$ cat src/rtl/utf8v_pkg.sv
// ----------------------------------------------------------------------------
// utf8v_pkg
// Shared types, constants and helpers for the UTF-8 validator with escape.
// ----------------------------------------------------------------------------
package utf8v_pkg;

    // Byte class boundaries
    localparam logic [7:0] ASCII_LIMIT    = 8'h80;  // first non-ASCII byte
    localparam logic [7:0] CONT_FIRST     = 8'h80;  // continuation range low
    localparam logic [7:0] CONT_LAST      = 8'hBF;  // continuation range high
    localparam logic [7:0] LEAD2_FIRST    = 8'hC2;
    localparam logic [7:0] LEAD3_FIRST    = 8'hE0;
    localparam logic [7:0] LEAD4_FIRST    = 8'hF0;
    localparam logic [7:0] LEAD4_LAST     = 8'hF4;  // F5 and up are invalid
    localparam logic [7:0] ESC_LEAD       = 8'hDC;
    localparam logic [7:0] ESC_TRAIL_BASE = 8'h80;
    localparam logic [7:0] LOW7_MASK      = 8'h7F;

    // Sequence lengths held in the pending-length register
    localparam logic [2:0] SEQ_NONE = 3'd0;
    localparam logic [2:0] SEQ_LEN2 = 3'd2;
    localparam logic [2:0] SEQ_LEN3 = 3'd3;
    localparam logic [2:0] SEQ_LEN4 = 3'd4;

    // Depth of the command queue between front and back
    localparam int CMD_FIFO_DEPTH = 2;

    // One emit command: up to four bytes, index of the final byte, escape flag
    typedef struct packed {
        logic [3:0][7:0] seq_bytes;
        logic [1:0]      last_idx;
        logic            esc;
    } cmd_t;

    // Escape pair DC, 80 | (lead & 7F)
    function automatic cmd_t make_escape(input logic [7:0] lead);
        cmd_t c;
        c              = '0;
        c.seq_bytes[0] = ESC_LEAD;
        c.seq_bytes[1] = ESC_TRAIL_BASE | (lead & LOW7_MASK);
        c.last_idx     = 2'd1;
        c.esc          = 1'b1;
        return c;
    endfunction

endpackage

$ cat src/rtl/utf8v_front.sv
// ----------------------------------------------------------------------------
// utf8v_front
// Accepts raw bytes, tracks the pending sequence and issues emit commands.
// ----------------------------------------------------------------------------
module utf8v_front (
    input  logic             aclk,
    input  logic             aresetn,
    input  logic             in_valid,
    input  logic [7:0]       in_byte,
    input  logic             in_end,
    output logic             in_ready,
    input  logic             q_full,
    output logic             q_push,
    output utf8v_pkg::cmd_t  q_cmd
);

    logic [2:0] exp_len_reg, exp_len_next;
    logic [1:0] bytes_coll_reg, bytes_coll_next;
    logic [7:0] held_reg [3];

    logic       accept;
    logic       held_we;
    logic [1:0] held_idx;

    assign in_ready = !q_full;
    assign accept   = in_valid && in_ready;

    // Classify the byte against the pending state
    always_comb begin
        exp_len_next    = exp_len_reg;
        bytes_coll_next = bytes_coll_reg;
        q_push          = 1'b0;
        q_cmd           = '0;
        held_we         = 1'b0;
        held_idx        = 2'd0;
        if (accept) begin
            if (in_end) begin
                // flush a pending sequence as an escape pair
                if (exp_len_reg != utf8v_pkg::SEQ_NONE) begin
                    q_push          = 1'b1;
                    q_cmd           = utf8v_pkg::make_escape(held_reg[0]);
                    exp_len_next    = utf8v_pkg::SEQ_NONE;
                    bytes_coll_next = 2'd0;
                end
            end else if (exp_len_reg == utf8v_pkg::SEQ_NONE) begin
                if (in_byte < utf8v_pkg::ASCII_LIMIT) begin
                    q_push             = 1'b1;
                    q_cmd.seq_bytes[0] = in_byte;
                    q_cmd.last_idx     = 2'd0;
                end else if (in_byte inside {[utf8v_pkg::LEAD2_FIRST:
                                              utf8v_pkg::LEAD4_LAST]}) begin
                    held_we         = 1'b1;
                    held_idx        = 2'd0;
                    bytes_coll_next = 2'd1;
                    if (in_byte < utf8v_pkg::LEAD3_FIRST) begin
                        exp_len_next = utf8v_pkg::SEQ_LEN2;
                    end else if (in_byte < utf8v_pkg::LEAD4_FIRST) begin
                        exp_len_next = utf8v_pkg::SEQ_LEN3;
                    end else begin
                        exp_len_next = utf8v_pkg::SEQ_LEN4;
                    end
                end else begin
                    // bad lead byte
                    q_push = 1'b1;
                    q_cmd  = utf8v_pkg::make_escape(in_byte);
                end
            end else if (!(in_byte inside {[utf8v_pkg::CONT_FIRST:
                                             utf8v_pkg::CONT_LAST]})) begin
                // bad continuation: drop it, escape the held lead
                q_push          = 1'b1;
                q_cmd           = utf8v_pkg::make_escape(held_reg[0]);
                exp_len_next    = utf8v_pkg::SEQ_NONE;
                bytes_coll_next = 2'd0;
            end else if ({1'b0, bytes_coll_reg} + 3'd1 >= exp_len_reg) begin
                // sequence complete: held bytes then this one
                q_push          = 1'b1;
                q_cmd.seq_bytes = {4{in_byte}};
                for (int k = 0; k < 3; k++) begin
                    if (2'(k) < bytes_coll_reg) begin
                        q_cmd.seq_bytes[k] = held_reg[2'(k)];
                    end
                end
                q_cmd.last_idx  = bytes_coll_reg;
                exp_len_next    = utf8v_pkg::SEQ_NONE;
                bytes_coll_next = 2'd0;
            end else begin
                held_we         = 1'b1;
                held_idx        = (bytes_coll_reg == 2'd3) ? 2'd0 : bytes_coll_reg;
                bytes_coll_next = bytes_coll_reg + 2'd1;
            end
        end
    end

    // Pending-sequence state
    always_ff @(posedge aclk) begin
        if (!aresetn) begin
            exp_len_reg    <= utf8v_pkg::SEQ_NONE;
            bytes_coll_reg <= 2'd0;
        end else begin
            exp_len_reg    <= exp_len_next;
            bytes_coll_reg <= bytes_coll_next;
        end
    end

    // Held bytes, no reset
    always_ff @(posedge aclk) begin
        if (held_we) begin
            held_reg[held_idx] <= in_byte;
        end
    end

endmodule

$ cat src/rtl/utf8v_fifo.sv
// ----------------------------------------------------------------------------
// utf8v_fifo
// Short command queue decoupling the classifier from the byte emitter.
// ----------------------------------------------------------------------------
module utf8v_fifo #(
    parameter int DEPTH = utf8v_pkg::CMD_FIFO_DEPTH  // 2 or more
) (
    input  logic             aclk,
    input  logic             aresetn,
    input  logic             push,
    input  utf8v_pkg::cmd_t  push_cmd,
    output logic             full,
    input  logic             pop,
    output logic             empty,
    output utf8v_pkg::cmd_t  head_cmd
);

    localparam int PTR_W = $clog2(DEPTH);
    localparam int CNT_W = $clog2(DEPTH + 1);

    utf8v_pkg::cmd_t mem [DEPTH];

    logic [PTR_W-1:0] wr_ptr_reg, wr_ptr_next;
    logic [PTR_W-1:0] rd_ptr_reg, rd_ptr_next;
    logic [CNT_W-1:0] count_reg, count_next;
    logic             do_push, do_pop;

    assign full     = (count_reg == CNT_W'(DEPTH));
    assign empty    = (count_reg == '0);
    assign do_push  = push && !full;
    assign do_pop   = pop && !empty;
    assign head_cmd = mem[rd_ptr_reg];

    // Pointer and fill count update
    always_comb begin
        wr_ptr_next = wr_ptr_reg;
        rd_ptr_next = rd_ptr_reg;
        count_next  = count_reg;
        if (do_push) begin
            wr_ptr_next = (wr_ptr_reg == PTR_W'(DEPTH - 1)) ? '0 : wr_ptr_reg + 1'b1;
        end
        if (do_pop) begin
            rd_ptr_next = (rd_ptr_reg == PTR_W'(DEPTH - 1)) ? '0 : rd_ptr_reg + 1'b1;
        end
        if (do_push && !do_pop) begin
            count_next = count_reg + 1'b1;
        end else if (do_pop && !do_push) begin
            count_next = count_reg - 1'b1;
        end
    end

    always_ff @(posedge aclk) begin
        if (!aresetn) begin
            wr_ptr_reg <= '0;
            rd_ptr_reg <= '0;
            count_reg  <= '0;
        end else begin
            wr_ptr_reg <= wr_ptr_next;
            rd_ptr_reg <= rd_ptr_next;
            count_reg  <= count_next;
        end
    end

    // Storage, no reset
    always_ff @(posedge aclk) begin
        if (do_push) begin
            mem[wr_ptr_reg] <= push_cmd;
        end
    end

endmodule

$ cat src/rtl/utf8v_back.sv
// ----------------------------------------------------------------------------
// utf8v_back
// Walks each queued command and emits its bytes one per cycle while out_ready is high.
// ----------------------------------------------------------------------------
module utf8v_back (
    input  logic             aclk,
    input  logic             aresetn,
    input  logic             q_empty,
    input  utf8v_pkg::cmd_t  q_cmd,
    output logic             q_pop,
    output logic             out_valid,
    output logic [7:0]       out_byte,
    output logic             out_esc,
    output logic             out_last,
    input  logic             out_ready
);

    logic [1:0] idx_reg, idx_next;
    logic       valid_reg, valid_next;
    logic [7:0] byte_reg;
    logic       esc_reg;
    logic       last_reg;
    logic       load;
    logic       is_final;

    assign load     = !q_empty && (!valid_reg || out_ready);
    assign is_final = (idx_reg == q_cmd.last_idx);
    assign q_pop    = load && is_final;

    // Byte index and output valid
    always_comb begin
        idx_next   = idx_reg;
        valid_next = valid_reg;
        if (load) begin
            valid_next = 1'b1;
            idx_next   = is_final ? 2'd0 : idx_reg + 2'd1;
        end else if (out_ready) begin
            valid_next = 1'b0;
        end
    end

    always_ff @(posedge aclk) begin
        if (!aresetn) begin
            idx_reg   <= 2'd0;
            valid_reg <= 1'b0;
        end else begin
            idx_reg   <= idx_next;
            valid_reg <= valid_next;
        end
    end

    // Output payload
    always_ff @(posedge aclk) begin
        if (load) begin
            byte_reg <= q_cmd.seq_bytes[idx_reg];
            esc_reg  <= q_cmd.esc;
            last_reg <= is_final;
        end
    end

    assign out_valid = valid_reg;
    assign out_byte  = byte_reg;
    assign out_esc   = esc_reg;
    assign out_last  = last_reg;

endmodule

$ cat src/rtl/utf8_validate_surrogate_escape.sv
// ----------------------------------------------------------------------------
// utf8_validate_surrogate_escape
// UTF-8 framing check; bad framing is replaced by a DC escape pair, second byte 80 | (lead & 7F).
// ----------------------------------------------------------------------------
//  channel | dir | tdata          | tuser     | tlast
//  s_      | in  | [7:0] in_byte  | -         | end_of_input
//  m_      | out | [7:0] out_byte | is_escape | last_of_char
//
//  The front takes one byte per cycle while the command queue has room.
//  The back emits one result byte per cycle while m_tready is high; a character
//  gives its n bytes, an escape pair two; m_tvalid follows the queue and output register.
//  Reset (aresetn low, synchronous) drops pending state and queued bytes.
//  m_tready low holds the output register; s_tready falls once the queue fills.
// ----------------------------------------------------------------------------
module utf8_validate_surrogate_escape #(
    parameter int FIFO_DEPTH = utf8v_pkg::CMD_FIFO_DEPTH
) (
    input  logic       aclk,
    input  logic       aresetn,
    input  logic       s_tvalid,
    output logic       s_tready,
    input  logic [7:0] s_tdata,   // [7:0] in_byte
    input  logic       s_tlast,   // end_of_input
    output logic       m_tvalid,
    input  logic       m_tready,
    output logic [7:0] m_tdata,   // [7:0] out_byte
    output logic       m_tuser,   // [0] is_escape
    output logic       m_tlast    // last_of_char
);

    logic            q_push, q_pop, q_full, q_empty;
    utf8v_pkg::cmd_t push_cmd, head_cmd;

    utf8v_front u_front (
        .aclk     (aclk),
        .aresetn  (aresetn),
        .in_valid (s_tvalid),
        .in_byte  (s_tdata),
        .in_end   (s_tlast),
        .in_ready (s_tready),
        .q_full   (q_full),
        .q_push   (q_push),
        .q_cmd    (push_cmd)
    );

    utf8v_fifo #(
        .DEPTH (FIFO_DEPTH)
    ) u_fifo (
        .aclk     (aclk),
        .aresetn  (aresetn),
        .push     (q_push),
        .push_cmd (push_cmd),
        .full     (q_full),
        .pop      (q_pop),
        .empty    (q_empty),
        .head_cmd (head_cmd)
    );

    utf8v_back u_back (
        .aclk      (aclk),
        .aresetn   (aresetn),
        .q_empty   (q_empty),
        .q_cmd     (head_cmd),
        .q_pop     (q_pop),
        .out_valid (m_tvalid),
        .out_byte  (m_tdata),
        .out_esc   (m_tuser),
        .out_last  (m_tlast),
        .out_ready (m_tready)
    );

endmodule
$ cat config.mk
export PLATFORM = sky130hd
export DESIGN_NAME = utf8_validate_surrogate_escape
export DESIGN_NICKNAME = d
export VERILOG_FILES = /design/src/rtl/utf8v_pkg.sv /design/src/rtl/utf8v_front.sv /design/src/rtl/utf8v_fifo.sv /design/src/rtl/utf8v_back.sv /design/src/rtl/utf8_validate_surrogate_escape.sv
export SDC_FILE = /design/constraint.sdc
export NUM_CORES = 1
export LEC_CHECK = 0
export BUFFER_PORTS_ARGS = -buffer_cell sky130_fd_sc_hd__buf_2
export CAP_MARGIN = 20
export CORE_AREA = 3 3 130 132
export CTS_BUF_LIST = sky130_fd_sc_hd__clkbuf_8
export DETAILED_ROUTE_END_ITERATION = 6
export DIE_AREA = 0 0 133 135
export GPL_ROUTABILITY_DRIVEN = 0
export GPL_TIMING_DRIVEN = 0
export PLACE_DENSITY_LB_ADDON = 0.2
export REMOVE_ABC_BUFFERS = 1
export SETUP_SLACK_MARGIN = 0.4
export SLEW_MARGIN = 20
export SYNTH_ARGS = -nofsm -noshare
export SYNTH_HDL_FRONTEND = slang
export SYNTH_HIERARCHICAL = 1
export SYNTH_SLANG_ARGS = --single-unit
export TNS_END_PERCENT = 30
$ cat constraint.sdc
create_clock -name aclk -period 4.5 [get_ports aclk]
set_input_delay 0.45 -clock aclk [delete_from_list [all_inputs] [get_ports aclk]]
set_output_delay 0.45 -clock aclk [all_outputs]
set_load 0.1 [all_outputs]
# Yosys cells after proc, flatten, opt, wreduce, memory -nomap -nowiden
# Memory sizes are Yosys's and may differ from the RTL's. A register that Yosys moved wholly into a read port is not among the register bits.
# Cells that the tools add are included.
[word_totals] output_inout_bits=12 elab_cells=126 memories=2 regBits=22 ramBits=94 in_bits=13
[memory_table] name="u_fifo.mem" words=2 width=35 read_ports=1 rd_ports_with_merged_regs=1 wr=1 line="utf8v_fifo.sv:21" source="utf8v_pkg::cmd_t mem [DEPTH];"
[memory_table] name="u_front.held_reg" words=3 width=8 read_ports=3 rd_ports_with_merged_regs=0 wr=1 line="utf8v_front.sv:19" source="logic [7:0] held_reg [3];"
[op_classes] n_eq_ne=7 mux=66 addsub=7 n_reduce_logical=22 order_cmp=12
[op_table] op="$mux 35" count=3
[op_table] op="$mux 34" count=2
[op_table] op="$mux 8" count=5
[op_table] op="$mux 19" count=2
[op_table] op="$mux 2" count=16
[op_table] op="$mux 1" count=27
[op_table] op="$mux 3" count=9
[op_table] op="$lt 8x8->1 const B" count=3
[op_table] op="$bmux 8 s2" count=1
[op_table] op="$ge 8x8->1 const B" count=2
[op_table] op="$le 8x8->1 const B" count=2
[op_table] op="$mux 10" count=1
[op_table] op="$logic_and 1x1->1" count=9
[op_table] op="$add 2x1->2 const B" count=3
[op_table] op="$ne 3x3->1 const B" count=2
[op_table] op="$logic_not 1->1" count=5
[op_table] op="$reduce_and 5->1" count=1
[op_table] op="$eq 2x2->1 const B" count=2
[op_table] op="$lt 1x2->1 const A" count=2
[op_table] op="$ne 4x3->1 const B" count=1
[op_table] op="$reduce_and 4->1" count=1
[op_table] op="$reduce_bool 2->1" count=2
[op_table] op="$add 2x1->3 const B" count=1
[op_table] op="$ge 3x3->1" count=1
[op_table] op="10 further kinds" count=11

# Longest topological paths before layout
# Gate-level depths: netlist of the first run.
[logic_depth] word_depth=12 mapped_depth=14 depth_no_buf=13

# Hierarchy
# The synthesis of the first run kept the hierarchy.
[by_module_without_submodules] module="utf8v_fifo" cells_per_inst=134 instances=1 seq_area_each_um2=2202.1 area_per_inst_um2=2757.6
[by_module_without_submodules] module="utf8v_front" cells_per_inst=212 instances=1 seq_area_each_um2=820.8 area_per_inst_um2=2040.7
[by_module_without_submodules] module="utf8v_back" cells_per_inst=43 instances=1 seq_area_each_um2=360.3 area_per_inst_um2=704.4

# Least setup slack after synthesis of the first run
# Ideal clock, no wire load.
[synth_timing] kind="register to register" start="reg u_front.bytes_coll_reg[1]" end="mem u_fifo/mem[0][0] (netlist bit), enable pin" t_arrival_ps=3573 slack_ps=504 n_path_buf=1 required_ps=4077 stages_incl_launch_ff=11 setup_ps=423 period_less_slack_ps=3996 cell_sequence="dfxtp_1 -> clkbuf_1 -> inv_1 -> ha_1 -> ha_1 -> nand2_1 -> o21ai_2 -> nor2_1 -> nor2_1 -> inv_1 -> nor3_2"
[synth_via] elab_chain_len=10
[synth_rtl] item="from (decl)" line="utf8v_front.sv:18" source="logic [1:0] bytes_coll_reg, bytes_coll_next;"
[synth_rtl] item="from (signal assigned)" line="utf8v_front.sv:101" source="bytes_coll_reg <= bytes_coll_next;"
[synth_rtl] item="$add 2x1->3" line="utf8v_front.sv:74" source="end else if ({1'b0, bytes_coll_reg} + 3'd1 >= exp_len_reg) begin"
[synth_rtl] item="$ge 3x3->1" line="utf8v_front.sv:74"
[synth_rtl] item="$mux 1" line="utf8v_front.sv:74"
[synth_rtl] item="$mux 1" line="utf8v_front.sv:67" source="end else if (!(in_byte inside {[utf8v_pkg::CONT_FIRST:"
[synth_rtl] item="$mux 1" line="utf8v_front.sv:45" source="end else if (exp_len_reg == utf8v_pkg::SEQ_NONE) begin"
[synth_rtl] item="$mux 1" line="utf8v_front.sv:37" source="if (in_end) begin"
[synth_rtl] item="$mux 1" line="utf8v_front.sv:36" source="if (accept) begin"
[synth_rtl] item="via q_push" line="utf8_validate_surrogate_escape.sv:31" source="logic q_push, q_pop, q_full, q_empty;"
[synth_rtl] item="$logic_and 1x1->1" line="utf8v_fifo.sv:30" source="assign do_push = push && !full;"
[synth_rtl] item="$mux 1" line="utf8v_fifo.sv:66" source="if (do_push) begin"
[synth_rtl] item="$mux 1 (implied by the code)" line="utf8v_fifo.sv:67" source="mem[wr_ptr_reg] <= push_cmd;"
[synth_rtl] item="to (decl)" line="utf8v_fifo.sv:21"
# The timed path passes the listed nets, and every way through them passes these cells.

# Worst setup path after layout of the first run
[layout_timing] start="reg u_front.bytes_coll_reg[1]" end="reg u_fifo.count_reg[1]"
[layout_via] elab_chain_len=11 elab_cells_between_ends=13 classes_between="add/sub: 1; order compare: 1; mux: 6; reduce/logical: 5"
[layout_rtl] item="$add 2x1->3 (*)" line="utf8v_front.sv:74"
[layout_rtl] item="$ge 3x3->1 (*)" line="utf8v_front.sv:74"
[layout_rtl] item="$mux 1 (*)" line="utf8v_front.sv:74"
[layout_rtl] item="$mux 1 (*)" line="utf8v_front.sv:67"
[layout_rtl] item="$mux 1 (*)" line="utf8v_front.sv:45"
[layout_rtl] item="$mux 1 (*)" line="utf8v_front.sv:37"
[layout_rtl] item="$mux 1 (*)" line="utf8v_front.sv:36"
[layout_rtl] item="via q_push" line="utf8_validate_surrogate_escape.sv:31"
[layout_rtl] item="$logic_and 1x1->1 (*)" line="utf8v_fifo.sv:30"
[layout_rtl] item="via u_fifo.do_push" line="utf8v_fifo.sv:26" source="logic do_push, do_pop;"
[layout_rtl] item="$logic_not 1->1" line="utf8v_fifo.sv:47" source="end else if (do_pop && !do_push) begin"
[layout_rtl] item="$logic_and 1x1->1" line="utf8v_fifo.sv:47"
[layout_rtl] item="$reduce_bool 2->1 (no source line)"
[layout_rtl] item="to (signal assigned)" line="utf8v_fifo.sv:60" source="count_reg <= count_next;"
[layout_rtl] item="to (decl)" line="utf8v_fifo.sv:25" source="logic [CNT_W-1:0] count_reg, count_next;"
# Mark *: on every way through the listed nets, which the timed path passes. The rest lies on a longest branch.
# A chain may end at the register's enable or synchronous reset.

==> results_dict.tcl, run 1 <==
set metrics [dict create \
    status "finished, final reports clean" \
    fin_hold_ws_ns 0.374 \
    grt.overflow.total 0 \
    dp.cells 614 \
    synth_most_common_cell "edfxtp_1" \
    vias 3265 \
    worst_pin_slew_ns 0.887 \
    seq_power_share 0.468 \
    via_per_inst 5.05 \
    dieArea_sq_um 18000 \
    setup_violations 0 \
    port_buffers 24 \
    drv_slew 0 \
    power_frac_clock 0.349 \
    p_sw_w 0.000818 \
    grt_max_degree 24 \
    cp_data_arrival_time_ns 4.10 \
    synth_cells 389 \
    ys_types 61 \
    reg2reg_depth 11 \
    post_drt_wl_per_cell_um 18.2 \
    core-area_sq_um 15800 \
    die_y_um 135 \
    clock_path_buffers 2 \
    yosys.area.top_type_share 0.568 \
    initial_core_util 0.348 \
    synth_warnings 6 \
    grt_pass1_wl_mm 19.1 \
    synth_seq_cells 117 \
    cts-root-buf "clkbuf_8" \
    syn_area_per_cell_sq_um 14.1 \
    dp_hpwl_mm 7.71 \
    fin_cells 647 \
    antenna_found_initial 0 \
    synth_ff_type "edfxtp_1" \
    track_usage 0.140 \
    first_iter_violations 284 \
    p_leak_nw 2.08 \
    fin_crit_sh 0.832 \
    synth_area_leaders "edfxtp_1 (57%), mux2_2 (8.2%), dfxtp_1 (4.7%), mux2i_1 (2.7%), mux4_2 (2.5%)" \
    combPwrFrac 0.184 \
    cts_buffers 17 \
    htree_num_levels 4 \
    synthToLayoutAreaGrowth_pct 14.1 \
    fillers 1460 \
    finClkSkew_ns 0.0138 \
    min_path_cells 1 \
    post-synth-top-area-cell "edfxtp_1" \
    cts_tree "yes" \
    drc 0 \
    r2r_start "u_front/bytes_coll_reg[1]" \
    ioPinCount 25 \
    min-delay-start "s_tdata[0]" \
    cts_setup_buffers 0 \
    cts_sinks 117 \
    max_freq_ghz 0.267 \
    setup_tns_ns 0 \
    path_class "reg -> reg" \
    synth_common_cells "edfxtp_1 (104), mux2_2 (40), nor2_1 (27)" \
    place_area_sq_um 5870 \
    cts_hold_buf 0 \
    clk_latency_ns 0.42 \
    postRouteAntennaNets 0 \
    swShare 0.288 \
    clk_pin_slew_ns 0.07 \
    hold_viol_final 0 \
    hold_end "u_front/held_reg[1][0]" \
    drtPass1Iterations 4 \
    first_global_vias 3427 \
    nNetsFinal 438 \
    critPathMaxFanout 12 \
    synth-edff-count 104 \
    design_area_sq_um 6280 \
    maxCapViolations 0 \
    irDropWorstVdd_uv 151 \
    hp-class "in -> reg" \
    endpoint_kind "flop" \
    r2r_end "u_fifo/count_reg[1]" \
    finalCriticalPeriod_ns 3.74 \
    slew_headroom 0.407 \
    final_layout_size_suffix_gt1_frac 0.279 \
    largest_reg_flops 70 \
    r2r_setup_slack_ns 0.76 \
    total_power_w 0.00284 \
    wl_mm 11.8 \
    power_density_nw_per_um2 451 \
    async_flop_share 0 \
    rsz0062_at_grt "false" \
    required_ns 4.86 \
    yosysSeqAreaShare 0.615 \
    cts_resized 0 \
    intPower_w 0.00202 \
    die-width_um 133 \
    std_cell_rows 46 \
    startpoint_type "flop" \
    syn_area_sq_um 5500 \
]
-- worst max path at each step --
stage | startpoint | endpoint | slack [ns]
5_1_grt | u_front/bytes_coll_reg[1] | u_fifo/mem[0][18] | 0.44
3_3_place_gp | u_front/bytes_coll_reg[1] | u_fifo/mem[0][31] | -1.15
4_1_cts | u_front/bytes_coll_reg[1] | u_fifo/mem[0][18] | 0.41
2_1_floorplan | u_front/bytes_coll_reg[1] | u_fifo/mem[0][0] | 0.65
3_5_place_dp | u_front/bytes_coll_reg[1] | u_fifo/mem[0][29] | 0.46
6_report | u_front/bytes_coll_reg[1] | u_fifo/count_reg[1] | 0.76
-- cells in the final DEF (no fill, tap or decap), drive strengths merged, types with 13 or more instances in the layout --
master / netlist / routed
nand2: 14 / 14
buf: 14 / 28
mux2: 40 / 40
edfxtp: 104 / 104
mux2i: 15 / 15
clkbuf: 5 / 17
nor2: 29 / 29
inv: 12 / 14
dfxtp: 13 / 13
o21ai: 18 / 18
-- through the flow --
step,util,setup WS [ns]
global route,0.397,0.443
global placement,0.365,-1.15
floorplan,-,0.649
CTS,0.397,0.409
finish,0.397,0.758
detailed placement,0.371,0.459
-- cell type report --
cell class,count,area [sq um],area share
Sequential cell,117,3380,0.539
Timing Repair Buffer,28,198,0.0315
Tap cell,216,270,0.0430
Clock buffer,17,234,0.0373
Multi-Input combinational cell,241,1980,0.315
Clock inverter,15,170,0.0271
Inverter,12,45.0,0.00717
Antenna cell,1,2.50,0.000398
-- power groups by stage --
| stage | clock, W | combinational [W] | sequential, W |
|---|---|---|---|
| after detailed placement | 0 | 0.000529 | 0.00135 |
| after global placement | 0 | 0.000505 | 0.00136 |
| final | 0.000988 | 0.000521 | 0.00133 |
| after CTS | 0.00102 | 0.000531 | 0.00133 |
| after global routing | 0.00107 | 0.000560 | 0.00134 |
| after floorplan | 0 | 0.000221 | 0.00152 |
-- routing by layer --
layer | routed length, um | track usage
met1 | 5340 | 0.183
met2 | 5660 | 0.227
met3 | 511 | 0.0328
met4 | 263 | 0.0554
met5 | 0 | 0
-- worst max-delay path, cell delays in order, from the launching register on --
cell and delay [ns]:
dfxtp_1 0.75, ha_2 0.59, ha_1 0.33, a21oi_1 0.23, o21ai_2 0.20, nor2_1 0.43, nor2_1 0.13, inv_1 0.15
nor2_1 0.07, ha_1 0.33, or3_1 0.35, a21boi_1 0.13
-- cells by family after synthesis --
kind of cell | synth area share
AO/OA/AOI/OAI | 0.0757
flip-flops | 0.615
other | 0.000681
adder cells (fa/ha/maj) | 0.0182
multiplexers | 0.143
XOR/XNOR | 0.00796
AND/OR/NAND/NOR | 0.111
buffers and inverters | 0.0282
Note: power is estimated with default switching activity, not from simulation.
==> run 2: changes to the inputs <==
Clock period 4.5 ns to 3.8 ns, I/O delays scaled along.
==> run 2 against run 1 <==
Clock power up 18%. Largest power group unchanged. Largest cell class unchanged. Wire length about the same. Non-clock buffer count up 5. Combinational power up 21%. Worst hold slack worse by 0.070 ns. Highest routed layer unchanged. Critical endpoint unchanged.
==> results_dict.tcl, run 2 (synthesis results as in run 1) <==
set metrics [dict create \
    required_ns 4.16 \
    finalCriticalPeriod_ns 3.15 \
    wl_mm 11.8 \
    irDropWorstVdd_uv 179 \
    antenna_found_initial 0 \
    cp_slowest_cell "dfxtp_1" \
    drtPass1Iterations 4 \
    maxCapViolations 0 \
    cts_hold_buf 0 \
    port_buffers 24 \
    critPathMaxFanout 10 \
    final_common_cell "edfxtp_1" \
    setup_violations 0 \
    hp-class "in -> reg" \
    grt.overflow.total 0 \
    fin_crit_sh 0.828 \
    finClkSkew_ns 0.0138 \
    final_cell_mix "edfxtp_1 (104), mux2_2 (40), nor2_1 (25)" \
    post_drt_wl_per_cell_um 18.1 \
    worst_pin_slew_ns 0.903 \
    max_freq_ghz 0.318 \
    fillers 1454 \
    via_per_inst 5.07 \
    clock_path_buffers 2 \
    nNetsFinal 443 \
    cpPeakStageDelay_ns 0.50 \
    cts_tree "yes" \
    dp_hpwl_mm 7.71 \
    cp_data_arrival_time_ns 3.51 \
    fin_cells 651 \
    p_leak_nw 2.11 \
    synthToLayoutAreaGrowth_pct 15.3 \
    status "finished, final reports clean" \
    slew_headroom 0.396 \
    drv_slew 0 \
    dieArea_sq_um 18000 \
    die_y_um 135 \
    critical_path.cell_chain "ha_4 -> ha_1 -> a21oi_1 -> o21ai_4 -> nor2_2 -> nor2_1 -> inv_1 -> nor2_1 -> ha_1 -> or3_1 -> a21boi_1" \
    grt_pass1_wl_mm 19.2 \
    std_cell_rows 46 \
    vias 3301 \
    ioPinCount 25 \
    path_class "reg -> reg" \
    core-area_sq_um 15800 \
    first_global_vias 3436 \
    dp.cells 614 \
    initial_core_util 0.348 \
    power_density_nw_per_um2 531 \
    postRouteAntennaNets 0 \
    startpoint_type "flop" \
    hold_viol_final 0 \
    clk_latency_ns 0.42 \
    htree_num_levels 4 \
    die-width_um 133 \
    endpoint_kind "flop" \
    num_antenna_cells 0 \
    preCtsSetupSlack_ns -0.241 \
    clk_pin_slew_ns 0.08 \
    first_iter_violations 274 \
    drc 0 \
    final_layout_size_suffix_gt1_frac 0.292 \
    largest_reg_flops 70 \
    fin_ws_ns 0.653 \
    cts_sinks 117 \
    cts_buffers 17 \
    track_usage 0.141 \
    grt_max_degree 24 \
    rsz0062_at_grt "false" \
    cts-root-buf "clkbuf_8" \
]
==> run 2: cell count changes in the layout (fill, tap and decap cells not counted), sizes merged <==
cell,delta
buf,+5
diode,-1
==> run 2: power breakdown <==
group          leakage (nW)  switching [W]  internal [W]  total, W
Sequential             1.04      0.0000568       0.00151   0.00157
Clock                 0.211       0.000476      0.000695   0.00117
Combinational         0.855       0.000440      0.000190  0.000630
==> run 2: routing by layer <==
metal | routed length [um] | GRT usage | vias up
met5 | 0 | 0 | -
met4 | 239 | 0.0525 | 0
met1 | 5360 | 0.184 | 1633
met3 | 589 | 0.0335 | 15
met2 | 5600 | 0.229 | 92
li1 | - | - | 1561
==> run 2: worst paths after layout <==
check                            start                      to  slack (ns)  cells after the start
min                         s_tdata[0]  u_front/held_reg[1][0]        0.30                      1
max          u_front/bytes_coll_reg[0]     u_fifo/count_reg[1]        0.65                     11
min reg2reg        u_fifo/count_reg[1]     u_fifo/count_reg[1]        0.52                      2
max reg2reg  u_front/bytes_coll_reg[0]     u_fifo/count_reg[1]        0.65                     11
==> run 2: what timing repair did <==
item,in CTS,in global routing
pin swaps,1,0
endpoints found under the setup margin,117,32
resized for setup,4,3
setup buffers,5,0
==> run 2: area by class of cell <==
type	count	area, sq um	area share
Multi-Input combinational cell	241	2000	0.315
Tap cell	216	270	0.0426
Clock buffer	17	234	0.0369
Clock inverter	15	170	0.0268
Timing Repair Buffer	33	235	0.0371
Sequential cell	117	3390	0.534
Inverter	12	45.0	0.00710
==> run 2: through the flow <==
step           hold WS [ns]   util  area [sq um]  total power, W  setup TNS (ns)
2_1_floorplan         0.479      -          5390         0.00207           -1.77
3_5_place_dp          0.512  0.371          5870         0.00223           -8.17
3_3_place_gp          0.498  0.365          5780         0.00221          -95.98
4_1_cts               0.291  0.400          6330         0.00342               0
6_report              0.303  0.401          6340         0.00337               0
5_1_grt               0.289  0.401          6340         0.00352               0
==> run 2: critical path, delay by kind of cell, from the launching register on <==
kind / cells / cell delay (ns)
AO/OA/AOI/OAI: 3 / 0.61
adder cells (fa/ha/maj): 3 / 0.96
buffers and inverters: 1 / 0.15
flip-flops: 1 / 0.50
AND/OR/NAND/NOR: 4 / 0.86
